File: src/sv/wsld_pkg.sv
package wsld_pkg;

  localparam int unsigned SIM_W   = 17;
  localparam int unsigned THR_W   = 17;
  localparam int unsigned MIN_W   = 4;
  localparam int unsigned CFG_W   = 17;
  localparam int unsigned IN_FW   = 16;
  localparam int unsigned NFEAT   = 4;
  localparam int unsigned EXP_N   = 11;
  localparam int unsigned DQ4_W   = 11;
  localparam int unsigned RAD_W   = 22;
  localparam int unsigned ACC_W   = 33;
  localparam int unsigned EXPF_W  = 32;
  localparam int unsigned CNT_SAT = 15;

  typedef enum logic [0:0] {
    REG_THRESHOLD = 1'b0,
    REG_MIN_MATCH = 1'b1
  } cfg_reg_e;

  localparam logic [THR_W-1:0] THR_RESET = 17'd58982;
  localparam logic [MIN_W-1:0] MIN_RESET = 4'd3;

  // exp(-2^k/160) in Q0.32, one entry per bit of the Q4 distance.
  function automatic logic [EXPF_W-1:0] expf(input logic [3:0] k);
    logic [EXPF_W-1:0] r;
    case (k)
      4'd0:    r = 32'd4268207462;
      4'd1:    r = 32'd4241614355;
      4'd2:    r = 32'd4188924176;
      4'd3:    r = 32'd4085499269;
      4'd4:    r = 32'd3886247119;
      4'd5:    r = 32'd3516421809;
      4'd6:    r = 32'd2879002676;
      4'd7:    r = 32'd1929853206;
      4'd8:    r = 32'd867138942;
      4'd9:    r = 32'd175072333;
      4'd10:   r = 32'd7136334;
      default: r = 32'd0;
    endcase
    return r;
  endfunction

endpackage

File: src/sv/wsld_if.sv
interface wsld_in_if;
  import wsld_pkg::*;
  logic             valid;
  logic             ready;
  logic             command;
  logic             sample_valid;
  logic [IN_FW-1:0] cpu_load;
  logic [IN_FW-1:0] memory_used;
  logic [IN_FW-1:0] disk_read_amount;
  logic [IN_FW-1:0] disk_write_amount;

  modport source (output valid, command, sample_valid, cpu_load, memory_used,
                  disk_read_amount, disk_write_amount, input ready);
  modport sink (input valid, command, sample_valid, cpu_load, memory_used,
                disk_read_amount, disk_write_amount, output ready);
endinterface

interface wsld_out_if;
  import wsld_pkg::*;
  logic             valid;
  logic             ready;
  logic             loop_found;
  logic [3:0]       match_count;
  logic [SIM_W-1:0] confidence;

  modport source (output valid, loop_found, match_count, confidence, input ready);
  modport sink (input valid, loop_found, match_count, confidence, output ready);
endinterface

File: src/sv/wsld_sim_unit.sv
module wsld_sim_unit
  import wsld_pkg::*;
#(
  parameter int unsigned FEATURE_BITS = 16
) (
  input  logic                         clk_i,
  input  logic                         rst_ni,
  input  logic                         start_i,
  input  logic [NFEAT*FEATURE_BITS-1:0] feat_a_i,
  input  logic [NFEAT*FEATURE_BITS-1:0] feat_b_i,
  output logic                         done_o,
  output logic [SIM_W-1:0]             sim_o
);

  localparam int unsigned SUM_W = 2 * FEATURE_BITS + 2;

  typedef enum logic [4:0] {
    SI_IDLE = 5'b00001,
    SI_SQ   = 5'b00010,
    SI_SQRT = 5'b00100,
    SI_EXP  = 5'b01000,
    SI_DONE = 5'b10000
  } si_state_e;

  si_state_e          state_q, state_d;
  logic [3:0]         cnt_q, cnt_d;
  logic [SUM_W-1:0]   sum_q, sum_d;
  logic [RAD_W-1:0]   rad_q, rad_d;
  logic [RAD_W-1:0]   res_q, res_d;
  logic [RAD_W-2:0]   bit_q, bit_d;
  logic [ACC_W-1:0]   acc_q, acc_d;

  logic [FEATURE_BITS-1:0] fa, fb, diff;
  logic [ACC_W-1:0]        mul_a;
  logic [EXPF_W-1:0]       mul_b;
  logic [ACC_W+EXPF_W-1:0] prod;
  logic [RAD_W-1:0]        trial;
  logic [ACC_W:0]          rnd;

  // One multiplier serves both the squared differences and the exponential steps.
  always_comb begin
    fa   = feat_a_i[cnt_q[1:0]*FEATURE_BITS +: FEATURE_BITS];
    fb   = feat_b_i[cnt_q[1:0]*FEATURE_BITS +: FEATURE_BITS];
    diff = (fa > fb) ? (fa - fb) : (fb - fa);
    if (state_q == SI_EXP) begin
      mul_a = acc_q;
      mul_b = expf(cnt_q);
    end else begin
      mul_a = ACC_W'(diff);
      mul_b = EXPF_W'(diff);
    end
    prod  = mul_a * mul_b;
    trial = res_q + RAD_W'(bit_q);
    rnd   = (ACC_W+1)'(acc_q) + (ACC_W+1)'(33'd32768);
  end

  always_comb begin
    state_d = state_q;
    cnt_d   = cnt_q;
    sum_d   = sum_q;
    rad_d   = rad_q;
    res_d   = res_q;
    bit_d   = bit_q;
    acc_d   = acc_q;
    case (state_q)
      SI_IDLE: begin
        if (start_i) begin
          state_d = SI_SQ;
          cnt_d   = '0;
          sum_d   = '0;
        end
      end
      SI_SQ: begin
        sum_d = sum_q + prod[SUM_W-1:0];
        cnt_d = cnt_q + 4'd1;
        if (cnt_q == 4'(NFEAT - 1)) begin
          cnt_d = '0;
          // A distance of 128 or more (sum of squares >= 2^14) gives zero similarity.
          if (|sum_d[SUM_W-1:14]) begin
            acc_d   = '0;
            state_d = SI_DONE;
          end else begin
            rad_d   = {sum_d[13:0], 8'd0};
            res_d   = '0;
            bit_d   = {1'b1, {(RAD_W-2){1'b0}}};
            state_d = SI_SQRT;
          end
        end
      end
      SI_SQRT: begin
        if (rad_q >= trial) begin
          rad_d = rad_q - trial;
          res_d = (res_q >> 1) + RAD_W'(bit_q);
        end else begin
          res_d = res_q >> 1;
        end
        bit_d = bit_q >> 2;
        cnt_d = cnt_q + 4'd1;
        if (cnt_q == 4'(DQ4_W - 1)) begin
          cnt_d   = '0;
          acc_d   = {1'b1, {(ACC_W-1){1'b0}}};
          state_d = SI_EXP;
        end
      end
      SI_EXP: begin
        if (res_q[cnt_q]) begin
          acc_d = prod[ACC_W+EXPF_W-1:EXPF_W] + ACC_W'(prod[EXPF_W-1]);
        end
        cnt_d = cnt_q + 4'd1;
        if (cnt_q == 4'(EXP_N - 1)) begin
          state_d = SI_DONE;
        end
      end
      SI_DONE: begin
        state_d = SI_IDLE;
      end
      default: state_d = SI_IDLE;
    endcase
  end

  always_ff @(posedge clk_i or negedge rst_ni) begin
    if (!rst_ni) begin
      state_q <= SI_IDLE;
      cnt_q   <= '0;
    end else begin
      state_q <= state_d;
      cnt_q   <= cnt_d;
    end
  end

  always_ff @(posedge clk_i) begin
    sum_q <= sum_d;
    rad_q <= rad_d;
    res_q <= res_d;
    bit_q <= bit_d;
    acc_q <= acc_d;
  end

  // The product is final in the done state; a far sample leaves it at zero.
  assign done_o = (state_q == SI_DONE);
  assign sim_o  = SIM_W'(rnd[ACC_W:16]);

endmodule

File: src/sv/wsld_divider.sv
module wsld_divider
  import wsld_pkg::*;
#(
  parameter int unsigned DIVD_W = 21,
  parameter int unsigned DIVS_W = 5
) (
  input  logic              clk_i,
  input  logic              rst_ni,
  input  logic              start_i,
  input  logic [DIVD_W-1:0] dividend_i,
  input  logic [DIVS_W-1:0] divisor_i,
  output logic              done_o,
  output logic [DIVD_W-1:0] quotient_o
);

  localparam int unsigned STEP_W = $clog2(DIVD_W + 1);

  logic              busy_q, done_q;
  logic [STEP_W-1:0] step_q;
  logic [DIVS_W:0]   rem_q;
  logic [DIVD_W-1:0] quo_q;
  logic [DIVS_W:0]   trial;

  // Restoring division, one quotient bit a cycle.
  assign trial = {rem_q[DIVS_W-1:0], quo_q[DIVD_W-1]};

  always_ff @(posedge clk_i or negedge rst_ni) begin
    if (!rst_ni) begin
      busy_q <= 1'b0;
      done_q <= 1'b0;
      step_q <= '0;
    end else begin
      done_q <= 1'b0;
      if (start_i && !busy_q) begin
        busy_q <= 1'b1;
        step_q <= '0;
      end else if (busy_q) begin
        step_q <= step_q + STEP_W'(1);
        if (step_q == STEP_W'(DIVD_W - 1)) begin
          busy_q <= 1'b0;
          done_q <= 1'b1;
        end
      end
    end
  end

  always_ff @(posedge clk_i) begin
    if (start_i && !busy_q) begin
      rem_q <= '0;
      quo_q <= dividend_i;
    end else if (busy_q) begin
      if (trial >= (DIVS_W+1)'(divisor_i)) begin
        rem_q <= trial - (DIVS_W+1)'(divisor_i);
        quo_q <= {quo_q[DIVD_W-2:0], 1'b1};
      end else begin
        rem_q <= trial;
        quo_q <= {quo_q[DIVD_W-2:0], 1'b0};
      end
    end
  end

  assign done_o     = done_q;
  assign quotient_o = quo_q;

endmodule

File: src/sv/window_similarity_loop_detector.sv
// From the input transfer to a registered result: a clear goes straight to the output; an add
// scans the window, squaring the differences for each compared slot and adding the square root
// and exponential steps where its distance is below 128, then divides for the mean when a loop has matches.
// Throughput: one item at a time; the input is not ready until the result is registered.
// The shared similarity unit (one multiplier, square root and exponential steps) sets this.
// Reset: asynchronous, active low; empties the window, pointer to zero, registers to defaults.
module window_similarity_loop_detector
  import wsld_pkg::*;
#(
  parameter int unsigned WINDOW       = 16,
  parameter int unsigned FEATURE_BITS = 16
) (
  input  logic             clk_i,
  input  logic             rst_ni,
  input  logic             cfg_we_i,
  input  cfg_reg_e         cfg_idx_i,
  input  logic [CFG_W-1:0] cfg_data_i,
  wsld_in_if.sink          in_i,
  wsld_out_if.source       out_o
);

  localparam int unsigned IDX_W  = $clog2(WINDOW);
  localparam int unsigned CNT_W  = $clog2(WINDOW + 1);
  localparam int unsigned TOT_W  = SIM_W + CNT_W;
  localparam int unsigned SMP_W  = NFEAT * FEATURE_BITS;

  typedef enum logic [6:0] {
    S_IDLE  = 7'b0000001,
    S_SCAN  = 7'b0000010,
    S_START = 7'b0000100,
    S_WAIT  = 7'b0001000,
    S_DIV   = 7'b0010000,
    S_DWAIT = 7'b0100000,
    S_OUT   = 7'b1000000
  } state_e;

  state_e             state_q;
  logic [THR_W-1:0]   thr_q;
  logic [MIN_W-1:0]   min_q;
  logic [WINDOW-1:0]  slot_valid_q;
  logic [IDX_W-1:0]   wp_q, pos_q, idx_q;
  logic               sv_q;
  logic [SMP_W-1:0]   feat_q, rdata_q;
  logic [SMP_W-1:0]   mem_q [WINDOW];
  logic [CNT_W-1:0]   count_q;
  logic [TOT_W-1:0]   total_q;
  logic               loop_q;
  logic [SIM_W-1:0]   conf_q;
  logic               out_valid_q, out_loop_q;
  logic [3:0]         out_count_q;
  logic [SIM_W-1:0]   out_conf_q;

  logic               in_xfer, last_idx, slot_live, loop_now;
  logic [SMP_W-1:0]   in_feat;
  logic               sim_start, sim_done, div_start, div_done;
  logic [SIM_W-1:0]   sim;
  logic [TOT_W-1:0]   quotient;

  assign in_xfer   = in_i.valid && in_i.ready;
  assign in_feat   = {in_i.disk_write_amount[FEATURE_BITS-1:0],
                      in_i.disk_read_amount[FEATURE_BITS-1:0],
                      in_i.memory_used[FEATURE_BITS-1:0],
                      in_i.cpu_load[FEATURE_BITS-1:0]};
  assign last_idx  = (idx_q == IDX_W'(WINDOW - 1));
  assign slot_live = (idx_q != pos_q) && slot_valid_q[idx_q];
  assign loop_now  = ({{(CNT_W > MIN_W ? CNT_W - MIN_W : 0){1'b0}}, min_q} <=
                      (CNT_W > MIN_W ? CNT_W : MIN_W)'(count_q));
  assign sim_start = (state_q == S_START);
  assign div_start = (state_q == S_DIV) && loop_now && (count_q != '0);

  wsld_sim_unit #(
    .FEATURE_BITS(FEATURE_BITS)
  ) u_sim (
    .clk_i   (clk_i),
    .rst_ni  (rst_ni),
    .start_i (sim_start),
    .feat_a_i(rdata_q),
    .feat_b_i(feat_q),
    .done_o  (sim_done),
    .sim_o   (sim)
  );

  wsld_divider #(
    .DIVD_W(TOT_W),
    .DIVS_W(CNT_W)
  ) u_div (
    .clk_i     (clk_i),
    .rst_ni    (rst_ni),
    .start_i   (div_start),
    .dividend_i(total_q),
    .divisor_i (count_q),
    .done_o    (div_done),
    .quotient_o(quotient)
  );

  always_ff @(posedge clk_i) begin
    if (in_xfer && !in_i.command) begin
      mem_q[wp_q] <= in_feat;
    end
    rdata_q <= mem_q[idx_q];
  end

  always_ff @(posedge clk_i or negedge rst_ni) begin
    if (!rst_ni) begin
      thr_q <= THR_RESET;
      min_q <= MIN_RESET;
    end else if (cfg_we_i) begin
      case (cfg_idx_i)
        REG_THRESHOLD: thr_q <= cfg_data_i[THR_W-1:0];
        REG_MIN_MATCH: min_q <= cfg_data_i[MIN_W-1:0];
        default:       ;
      endcase
    end
  end

  always_ff @(posedge clk_i or negedge rst_ni) begin
    if (!rst_ni) begin
      state_q      <= S_IDLE;
      slot_valid_q <= '0;
      wp_q         <= '0;
      pos_q        <= '0;
      idx_q        <= '0;
      sv_q         <= 1'b0;
      count_q      <= '0;
      total_q      <= '0;
      loop_q       <= 1'b0;
      conf_q       <= '0;
      out_valid_q  <= 1'b0;
      out_loop_q   <= 1'b0;
      out_count_q  <= '0;
      out_conf_q   <= '0;
      feat_q       <= '0;
    end else begin
      if (out_valid_q && out_o.ready && (state_q != S_OUT)) begin
        out_valid_q <= 1'b0;
      end
      case (state_q)
        S_IDLE: begin
          if (in_xfer) begin
            count_q <= '0;
            total_q <= '0;
            loop_q  <= 1'b0;
            conf_q  <= '0;
            if (in_i.command) begin
              slot_valid_q <= '0;
              state_q      <= S_OUT;
            end else begin
              slot_valid_q[wp_q] <= in_i.sample_valid;
              pos_q   <= wp_q;
              sv_q    <= in_i.sample_valid;
              feat_q  <= in_feat;
              idx_q   <= '0;
              wp_q    <= (wp_q == IDX_W'(WINDOW - 1)) ? '0 : wp_q + IDX_W'(1);
              state_q <= S_SCAN;
            end
          end
        end
        S_SCAN: begin
          if (slot_live && sv_q) begin
            state_q <= S_START;
          end else begin
            // An empty new sample scores zero against each valid slot.
            if (slot_live && (thr_q == '0)) begin
              count_q <= count_q + CNT_W'(1);
            end
            if (last_idx) begin
              state_q <= S_DIV;
            end else begin
              idx_q <= idx_q + IDX_W'(1);
            end
          end
        end
        S_START: begin
          state_q <= S_WAIT;
        end
        S_WAIT: begin
          if (sim_done) begin
            if (sim >= thr_q) begin
              count_q <= count_q + CNT_W'(1);
              total_q <= total_q + TOT_W'(sim);
            end
            if (last_idx) begin
              state_q <= S_DIV;
            end else begin
              idx_q   <= idx_q + IDX_W'(1);
              state_q <= S_SCAN;
            end
          end
        end
        S_DIV: begin
          loop_q <= loop_now;
          if (div_start) begin
            state_q <= S_DWAIT;
          end else begin
            conf_q  <= '0;
            state_q <= S_OUT;
          end
        end
        S_DWAIT: begin
          if (div_done) begin
            conf_q  <= quotient[SIM_W-1:0];
            state_q <= S_OUT;
          end
        end
        S_OUT: begin
          if (!out_valid_q || out_o.ready) begin
            out_valid_q <= 1'b1;
            out_loop_q  <= loop_q;
            out_count_q <= (count_q > CNT_W'(CNT_SAT)) ? 4'(CNT_SAT) : 4'(count_q);
            out_conf_q  <= conf_q;
            state_q     <= S_IDLE;
          end
        end
        default: state_q <= S_IDLE;
      endcase
    end
  end

  assign in_i.ready        = (state_q == S_IDLE);
  assign out_o.valid       = out_valid_q;
  assign out_o.loop_found  = out_loop_q;
  assign out_o.match_count = out_count_q;
  assign out_o.confidence  = out_conf_q;

`ifndef NO_ASSERTIONS
  a_busy_after_transfer: assert property (@(posedge clk_i) disable iff (!rst_ni)
    in_xfer |=> !in_i.ready)
    else $error("input still ready after a transfer");

  a_no_loop_zero_conf: assert property (@(posedge clk_i) disable iff (!rst_ni)
    (out_o.valid && !out_o.loop_found) |-> (out_o.confidence == '0))
    else $error("confidence without a loop");

  a_loop_count: assert property (@(posedge clk_i) disable iff (!rst_ni)
    (out_o.valid && out_o.loop_found) |-> (out_o.match_count >= min_q))
    else $error("loop reported below the alert minimum");

  a_sim_one_job: assert property (@(posedge clk_i) disable iff (!rst_ni)
    sim_done |-> (state_q == S_WAIT))
    else $error("similarity result outside a wait");
`endif

endmodule
File: src/flat_wrapper.sv
// flat-port wrapper written by rule: the top's interface ports become plain ports
module window_similarity_loop_detector_flat import wsld_pkg::*;
#(
  parameter int unsigned WINDOW       = 16,
  parameter int unsigned FEATURE_BITS = 16
)
  (clk_i, rst_ni, cfg_we_i, cfg_idx_i, cfg_data_i, in_i_valid, in_i_command, in_i_sample_valid, in_i_cpu_load, in_i_memory_used, in_i_disk_read_amount, in_i_disk_write_amount, in_i_ready, out_o_valid, out_o_loop_found, out_o_match_count, out_o_confidence, out_o_ready);
  wsld_in_if in_i_i ();
  wsld_out_if out_o_i ();
  input  logic clk_i;
  input  logic rst_ni;
  input  logic cfg_we_i;
  input  cfg_reg_e cfg_idx_i;
  input  logic [CFG_W-1:0] cfg_data_i;
  input wire logic [$bits(in_i_i.valid)-1:0] in_i_valid;
  input wire logic [$bits(in_i_i.command)-1:0] in_i_command;
  input wire logic [$bits(in_i_i.sample_valid)-1:0] in_i_sample_valid;
  input wire logic [$bits(in_i_i.cpu_load)-1:0] in_i_cpu_load;
  input wire logic [$bits(in_i_i.memory_used)-1:0] in_i_memory_used;
  input wire logic [$bits(in_i_i.disk_read_amount)-1:0] in_i_disk_read_amount;
  input wire logic [$bits(in_i_i.disk_write_amount)-1:0] in_i_disk_write_amount;
  output wire logic [$bits(in_i_i.ready)-1:0] in_i_ready;
  output wire logic [$bits(out_o_i.valid)-1:0] out_o_valid;
  output wire logic [$bits(out_o_i.loop_found)-1:0] out_o_loop_found;
  output wire logic [$bits(out_o_i.match_count)-1:0] out_o_match_count;
  output wire logic [$bits(out_o_i.confidence)-1:0] out_o_confidence;
  input wire logic [$bits(out_o_i.ready)-1:0] out_o_ready;
  assign in_i_i.valid = in_i_valid;
  assign in_i_i.command = in_i_command;
  assign in_i_i.sample_valid = in_i_sample_valid;
  assign in_i_i.cpu_load = in_i_cpu_load;
  assign in_i_i.memory_used = in_i_memory_used;
  assign in_i_i.disk_read_amount = in_i_disk_read_amount;
  assign in_i_i.disk_write_amount = in_i_disk_write_amount;
  assign in_i_ready = in_i_i.ready;
  assign out_o_valid = out_o_i.valid;
  assign out_o_loop_found = out_o_i.loop_found;
  assign out_o_match_count = out_o_i.match_count;
  assign out_o_confidence = out_o_i.confidence;
  assign out_o_i.ready = out_o_ready;
  window_similarity_loop_detector #(.WINDOW(WINDOW), .FEATURE_BITS(FEATURE_BITS)) u_core (.clk_i(clk_i), .rst_ni(rst_ni), .cfg_we_i(cfg_we_i), .cfg_idx_i(cfg_idx_i), .cfg_data_i(cfg_data_i), .in_i(in_i_i), .out_o(out_o_i));
endmodule
File: config.mk
export PLATFORM = sky130hd
export DESIGN_NAME = window_similarity_loop_detector_flat
export DESIGN_NICKNAME = d
export VERILOG_FILES = /design/src/sv/wsld_pkg.sv /design/src/sv/wsld_if.sv /design/src/sv/wsld_sim_unit.sv /design/src/sv/wsld_divider.sv /design/src/sv/window_similarity_loop_detector.sv /design/src/flat_wrapper.sv
export SDC_FILE = /design/constraint.sdc
export NUM_CORES = 2
export LEC_CHECK = 0
export BUFFER_PORTS_ARGS = -buffer_cell sky130_fd_sc_hd__buf_4
export CAP_MARGIN = 20
export CORE_UTILIZATION = 65
export DETAILED_ROUTE_END_ITERATION = 7
export PLACE_DENSITY = 0.8
export SYNTH_ARGS = -nofsm -noshare
export SYNTH_HDL_FRONTEND = slang
export SYNTH_SLANG_ARGS = --single-unit
File: constraint.sdc
create_clock -name clk_i -period 18.4 [get_ports clk_i]
set_input_delay 4.6 -clock clk_i [delete_from_list [all_inputs] [get_ports clk_i]]
set_output_delay 4.6 -clock clk_i [all_outputs]
set_load 0.005 [all_outputs]
======== Word level (Yosys, flattened, before mapping) ========
Memory sizes are Yosys's and may differ from the RTL's. A register that Yosys moved wholly into a read port is not among the register bits.
Cells that the tools add are included.
word-level totals
  input port bits ......................... 89
  RAM bits ................................ 1024
  memories kept ........................... 2
  bits in read-only memories .............. 512
  register bits ........................... 364
operators by class
  mux-type cells .......................... 90
  reductions and logical operators ........ 44
  multipliers ............................. 1
  bitwise logic cells ..................... 2
  order comparisons ....................... 10
  equal/unequal tests ..................... 37
  add/subtract/negate cells ............... 15
  shift operators ......................... 2
memory list
  name             words  bits a word  rd ports  clocked after memory_dff  wr ports  RTL line                               RTL
  u_core.mem_q     16     64           1         1                         1         window_similarity_loop_detector.sv:44  logic [SMP_W-1:0] mem_q [WINDOW];
  (no name shown)  16     32           1         0                         0         wsld_pkg.sv:27                         case (k)
operators by type and width
  cell                    number
  $mux 22                 11
  $mux 33                 5
  $pmux 22 s2             3
  $shiftx 64x7->16        2
  $pmux 33 s3             1
  $mux 5                  14
  $pmux 34 s2             1
  $mul 33x32->65          1
  $mux 7                  8
  $mux 17                 3
  $pmux 17 s3             1
  $pmux 7 s7              1
  $mux 21                 2
  $pmux 21 s2             1
  $mux 4                  10
  $add 34x34->34          1
  $mux 34                 1
  $add 33x1->33           1
  $add 33x16->33 const B  1
  $mux 16                 2
  $mux 32                 1
  $sub 16x16->16          2
  $add 21x21->22          1
  $add 22x17->22          1
  57 further kinds        126

======== Depth between registers and ports, before layout ========
  word-level depth ........................ 10
  gate-level depth with buffers ........... 58

======== By module ========
From an unflattened synthesis, not the netlist that was laid out.
second synthesis, totals
  cells, all modules ...................... 8610
  area total of the unflattened synthesis .. 99187.6 µm²
modules (own cells, without submodules)
  module                           instances  cells an instance  area each (µm²)  sequential area each (µm²)
  window_similarity_loop_detector  1          2961               49746.5          36775.3
  wsld_sim_unit                    1          5522               47747.0          3890.0
  wsld_divider                     1          127                1694.1           935.9

======== Least setup slack after synthesis ========
OpenSTA, ideal clock, no wires.
  path type ............................... register to register
  start ................................... register u_core.u_sim.cnt_q[0]
  end ..................................... register u_core.u_sim.bit_q[0] (enable)
  arrival ................................. 15472 ps
  cell stages (with the launch flop) ...... 51
  period minus slack after synthesis ...... 15941 ps
  required time ........................... 17931 ps
  slack ................................... 2459 ps
  path buffers ............................ 6
  path through ............................ dfrtp_1 > clkbuf_1 > buf_1 > buf_1 > mux4_2 > ha_1 > fa_1 > nor2b_1 > o21ai_1 > a21boi_1 > o21ai_1 > a21oi_1 > nand4_1 > a31oi_4 > mux2_2 > o21ai_0 > xor2_1 > o21bai_1 > [15 not listed] > buf_2 > nand4_1 > nor2_1 > nor2_1 > o21ai_0 > xor2_1 > ha_1 > clkbuf_1 > nand4_1 > nor4_1 > o211ai_1 > nor4b_1 > nor3_1 > xor2_1 > nor4_1 > nand4_1 > or3_1 > o21ai_0
between the ends
  cells in the longest elaborated chain, start to end .. 9
ends and longest elaborated chain
  element                                                RTL line                                  RTL
  start: declaration                                     wsld_sim_unit.sv:26                       logic [3:0] cnt_q, cnt_d;
  start signal: assignment                               wsld_sim_unit.sv:127                      cnt_q <= cnt_d;
  $shiftx 64x7->16, on equally long branches             wsld_sim_unit.sv:43, wsld_sim_unit.sv:42
  $sub 16x16->16 / $gt 16x16->1 (equally long branches)  wsld_sim_unit.sv:44                       diff = (fa > fb) ? (fa - fb) : (fb - fa);
  $mux 16                                                wsld_sim_unit.sv:44
  $mux 33 / $mux 32 (equally long branches)              wsld_sim_unit.sv:45                       if (state_q == SI_EXP) begin
  $mul 33x32->65                                         wsld_sim_unit.sv:52                       prod = mul_a * mul_b;
  $add 34x34->34                                         wsld_sim_unit.sv:74                       sum_d = sum_q + prod[SUM_W-1:0];
  $reduce_or 20->1                                       wsld_sim_unit.sv:79                       if (|sum_d[SUM_W-1:14]) begin
  $ne 2x2->1 (no line)                                   n/a
  $reduce_and 3->1 (no line) *                           n/a
  end signal: assignment                                 wsld_sim_unit.sv:135                      bit_q <= bit_d;
  end: declaration                                       wsld_sim_unit.sv:30                       logic [RAD_W-2:0] bit_q, bit_d;
Every way passes the cells marked *; elsewhere a longest branch is shown, timed or not.
A chain may end at the register's enable or synchronous reset.

======== Worst setup path after layout ========
  start ................................... register u_core.u_sim.cnt_q[0]
  end ..................................... register u_core.u_sim.res_q[16] (enable)
between the ends
  cells in the longest elaborated chain, start to end .. 9
ends and longest elaborated chain
  element                                                RTL line                                  RTL
  $shiftx 64x7->16, on equally long branches             wsld_sim_unit.sv:43, wsld_sim_unit.sv:42
  $sub 16x16->16 / $gt 16x16->1 (equally long branches)  wsld_sim_unit.sv:44
  $mux 16                                                wsld_sim_unit.sv:44
  $mux 33 / $mux 32 (equally long branches)              wsld_sim_unit.sv:45
  $mul 33x32->65                                         wsld_sim_unit.sv:52
  $add 34x34->34                                         wsld_sim_unit.sv:74
  $reduce_or 20->1                                       wsld_sim_unit.sv:79
  $ne 2x2->1 (no line)                                   n/a
  $reduce_and 3->1 (no line) *                           n/a
  end signal: assignment                                 wsld_sim_unit.sv:134                      res_q <= res_d;
  end: declaration                                       wsld_sim_unit.sv:29                       logic [RAD_W-1:0] res_q, res_d;
Marked as above.

==> results by group <==
Critical path
  • Kind of critical path: flip-flop to flip-flop
  • Worst-path fanout max: 33
  • Crit path from: u_core.u_sim.cnt_q[0]
  • Worst Setup End Kind: flip-flop
  • Worst reg2reg startpoint: u_core.u_sim.cnt_q[0]
  • Worst Path Arrival: 16.63 ns
  • Req. time, crit path: 18.81 ns
  • Startpoint types: flip-flop
  • Critical Path Most Common Cell: fa_1
  • CP max stage delay: 0.92 ns
  • Critical-path top delay cell: o22a_1

Min path
  • Hold crit path type: flip-flop to flip-flop
  • Hold_sp: u_core.conf_q[9]

Logic synthesis
  • Seq/Total Area, Yosys: 0.425
  • Ys Warns: 0
  • Number of enable flip-flop cells after synthesis: 1168
  • Dominant cells by area after synthesis: edfxtp_1 (36%), fa_1 (19%), mux4_2 (8.3%), ha_1 (5.6%), dfrtp_1 (4.9%)
  • Post-synthesis async set-or-reset flop share: 0.142
  • Synthesized area per cell: 12.1 sq um
  • Yosys top cell area share: 0.358
  • Cell variety after synth: 102
  • Synth Cell Area: 97800 sq um
  • Primary FF master, synth: edfxtp_1
  • FF+latch count, synth: 1442
  • Synth Net Count: 9552
  • Area leader, netlist: edfxtp_1
  • Syn Inst Count: 8092

Status
  • Violated checks: design-rule violations
  • Status: finished with violations

GRT
  • Maximum number of pins on one net before global-route repair: 96
  • Global Route Usage Sum: 0.423
  • Antenna violations before repair: 25
  • Total congestion overflow: 0
  • First-pass GRT wire length: 462000 um
  • Vias in the first global route: 70.2k

Detailed routing
  • Starting DRC count in detailed routing: 7917
  • DR vias: 67.6k
  • Vias per cell: 6.59
  • Wire per inst: 30.6 um
  • Post-DRT Antenna Nets: 0
  • DRT Wirelength: 314000 um
  • Drt pass-1 iters: 8
  • Remaining DRCs: 3

Timing
  • Setup TNS: 0 ns
  • Fmax: 61.7 MHz
  • Skew final: 0.108 ns
  • Setup-failing EPs final: 0
  • Max-slew headroom: 0.102
  • Period utilization: 0.881
  • Final min period: 16.22 ns
  • Fin. max-slew vios: 0
  • Unrepaired setup endpoints after global routing: false
  • Slew @ Worst Pin: 1.35 ns
  • Final Hold Fails: 0

Clock network
  • Post_cts resized: 0
  • CTS tree: yes
  • Clk sinks: 1442
  • # Post-CTS Setup Buffers: 0
  • Clk pin slew, worst setup/hold paths: 0.06 ns
  • Clk_lat worst skew: 0.84 ns
  • CTS root buf: clkbuf_16
  • CTS Hold Buffers Added: 0
  • H-Tree Depth: 4
  • TritonCTS Buffers: 143
  • Worst-case clock buffer depth: 3

Final layout
  • Layout Nets: 9571
  • Share of layout cells above drive strength 1: 0.125
  • Area grow syn2layout: 8.50%
  • Non-filler cells, final: 10.3k

Place
  • Number of port buffers: 112
  • Placed Instances: 9974
  • HPWL after detailed placement: 210000 um
  • GPL Wtd Cong: 1.04

Floorplanning
  • Starting Density: 0.654
  • Standard-cell rows: 142
  • Die ar.: 152000 sq um
  • Die Wd: 390 um
  • # IOs: 113
  • Core area: 150000 sq um
  • Die Ht: 390 um

Flow run
  • Max cap viols: 0
-- placed cells by master, fill, tap and decap left out, types with 54 or more instances in the layout --
master	netlist	routed
a21o_1	97	97
a21oi_1	185	178
and2_1	121	123
and3_1	91	76
buf_4	0	257
clkbuf_16	0	144
dfrtp_1	192	186
dfxtp_1	69	69
edfxtp_1	1168	1168
fa_1	932	932
ha_1	439	439
inv_1	1097	1097
mux2_2	54	54
mux4_2	361	361
nand2_1	1111	1111
nand3_1	99	98
nor2_1	609	600
o21ai_0	181	174
xnor2_1	107	107
xor2_1	109	109
-- worst paths after layout --
path                            slack, ns  cells past startpoint                endpoint
worst max-delay path                 2.18                     45  u_core.u_sim.res_q[16]
worst min-delay path                 0.48                      2        u_core.conf_q[9]
worst max register to register       2.18                     45  u_core.u_sim.res_q[16]
worst min register to register       0.48                      2        u_core.conf_q[9]
max in group asynchronous           12.53                      3      u_core.total_q[11]
min in group asynchronous            3.86                      1        u_core.feat_q[4]
-- worst max-delay path, delay by kind of cell (launching register included) --
family,cells,cell delay [ns]
flops,1,0.70
buf+inv,5,1.15
fa+ha+maj,12,5.71
xor+xnor,3,1.11
compound gates,13,4.26
mux,2,1.03
simple gates,10,1.78
-- registers in the layout, indices dropped and copies added, names as in the netlist, 5 cells and up --
name and flops:
u_core.thr_q 17, u_core.u_sim.state_q 5, u_core.u_sim.acc_q 33, u_core.total_q 22
u_core.u_div.step_q 5, u_core.slot_valid_q 16, u_core.u_div.quotient_o 22, u_core.u_sim.res_q 22
u_core.mem_q 1024, u_core.u_div.rem_q 5, u_core.count_q 5, u_core.u_sim.sum_q 34
u_core.conf_q 17, u_core.out_o.confidence 17, u_core.rdata_q 64, u_core.state_q 7
u_core.u_sim.rad_q 22, u_core.u_sim.bit_q 11, u_core.feat_q 64
-- per-layer routing --
metal  up-vias  share of wire  global-route usage  routed length, um
met3      1250           0.11               0.113              35500
li1      27400              -                   -                  -
met1     34100           0.35               0.526             109000
met5         -        0.00041                   0                128
met4        20          0.077               0.274              24200
met2      4866           0.46               0.660             146000
-- logic make-up (layout without fill, tap and decap cells) --
| group | after synthesis | count (layout) | share of synthesized area |
|---|---|---|---|
| simple gates | 2322 | 2322 | 0.105 |
| buf+inv | 1492 | 1631 | 0.0576 |
| flops | 1442 | 1442 | 0.425 |
| fa+ha+maj | 1371 | 1371 | 0.247 |
| compound gates | 795 | 795 | 0.0532 |
| mux | 454 | 454 | 0.0933 |
| xor+xnor | 216 | 216 | 0.0193 |
| other cells | 0 | 13 | 0 |
-- area by class of cell --
type | instances | area (sq um)
Antenna cell | 13 | 32.5
Clock buffer | 200 | 3940
Clock inverter | 65 | 917
Fill cell | 9921 | 43400
Inverter | 1099 | 4130
Multi-Input combinational cell | 5158 | 50800
Sequential cell | 1442 | 41600
Tap cell | 2016 | 2520
Timing Repair Buffer | 267 | 2140
-- synth_stat cells, drive strengths merged (46+ instances only) --
cell	instances
nor3	49
nand3	100
nor2	612
xor2	109
o21ai	214
fa	932
nand2	1111
nand4	46
mux4	361
a21oi	191
and3	91
mux2	54
buf	71
edfxtp	1168
xnor2	107
a21o	97
clkbuf	322
inv	1097
ha	439
dfrtp	192
dfxtp	69
and2	129
-- stage by stage --
stage                util  instance area (sq um)  hold slack [ns]  setup slack, ns
global placement    0.675                 101000            0.443             2.77
detailed placement  0.676                 101000            0.467             2.61
finish              0.710                 106000            0.479             2.18
global route        0.709                 106000            0.510             1.45
floorplan               -                  97800            0.426             2.46
CTS                 0.708                 106000            0.479             2.42
Power is not shown: default switching activity piles up to over one toggle a cycle in this logic, so the estimate is an artifact.
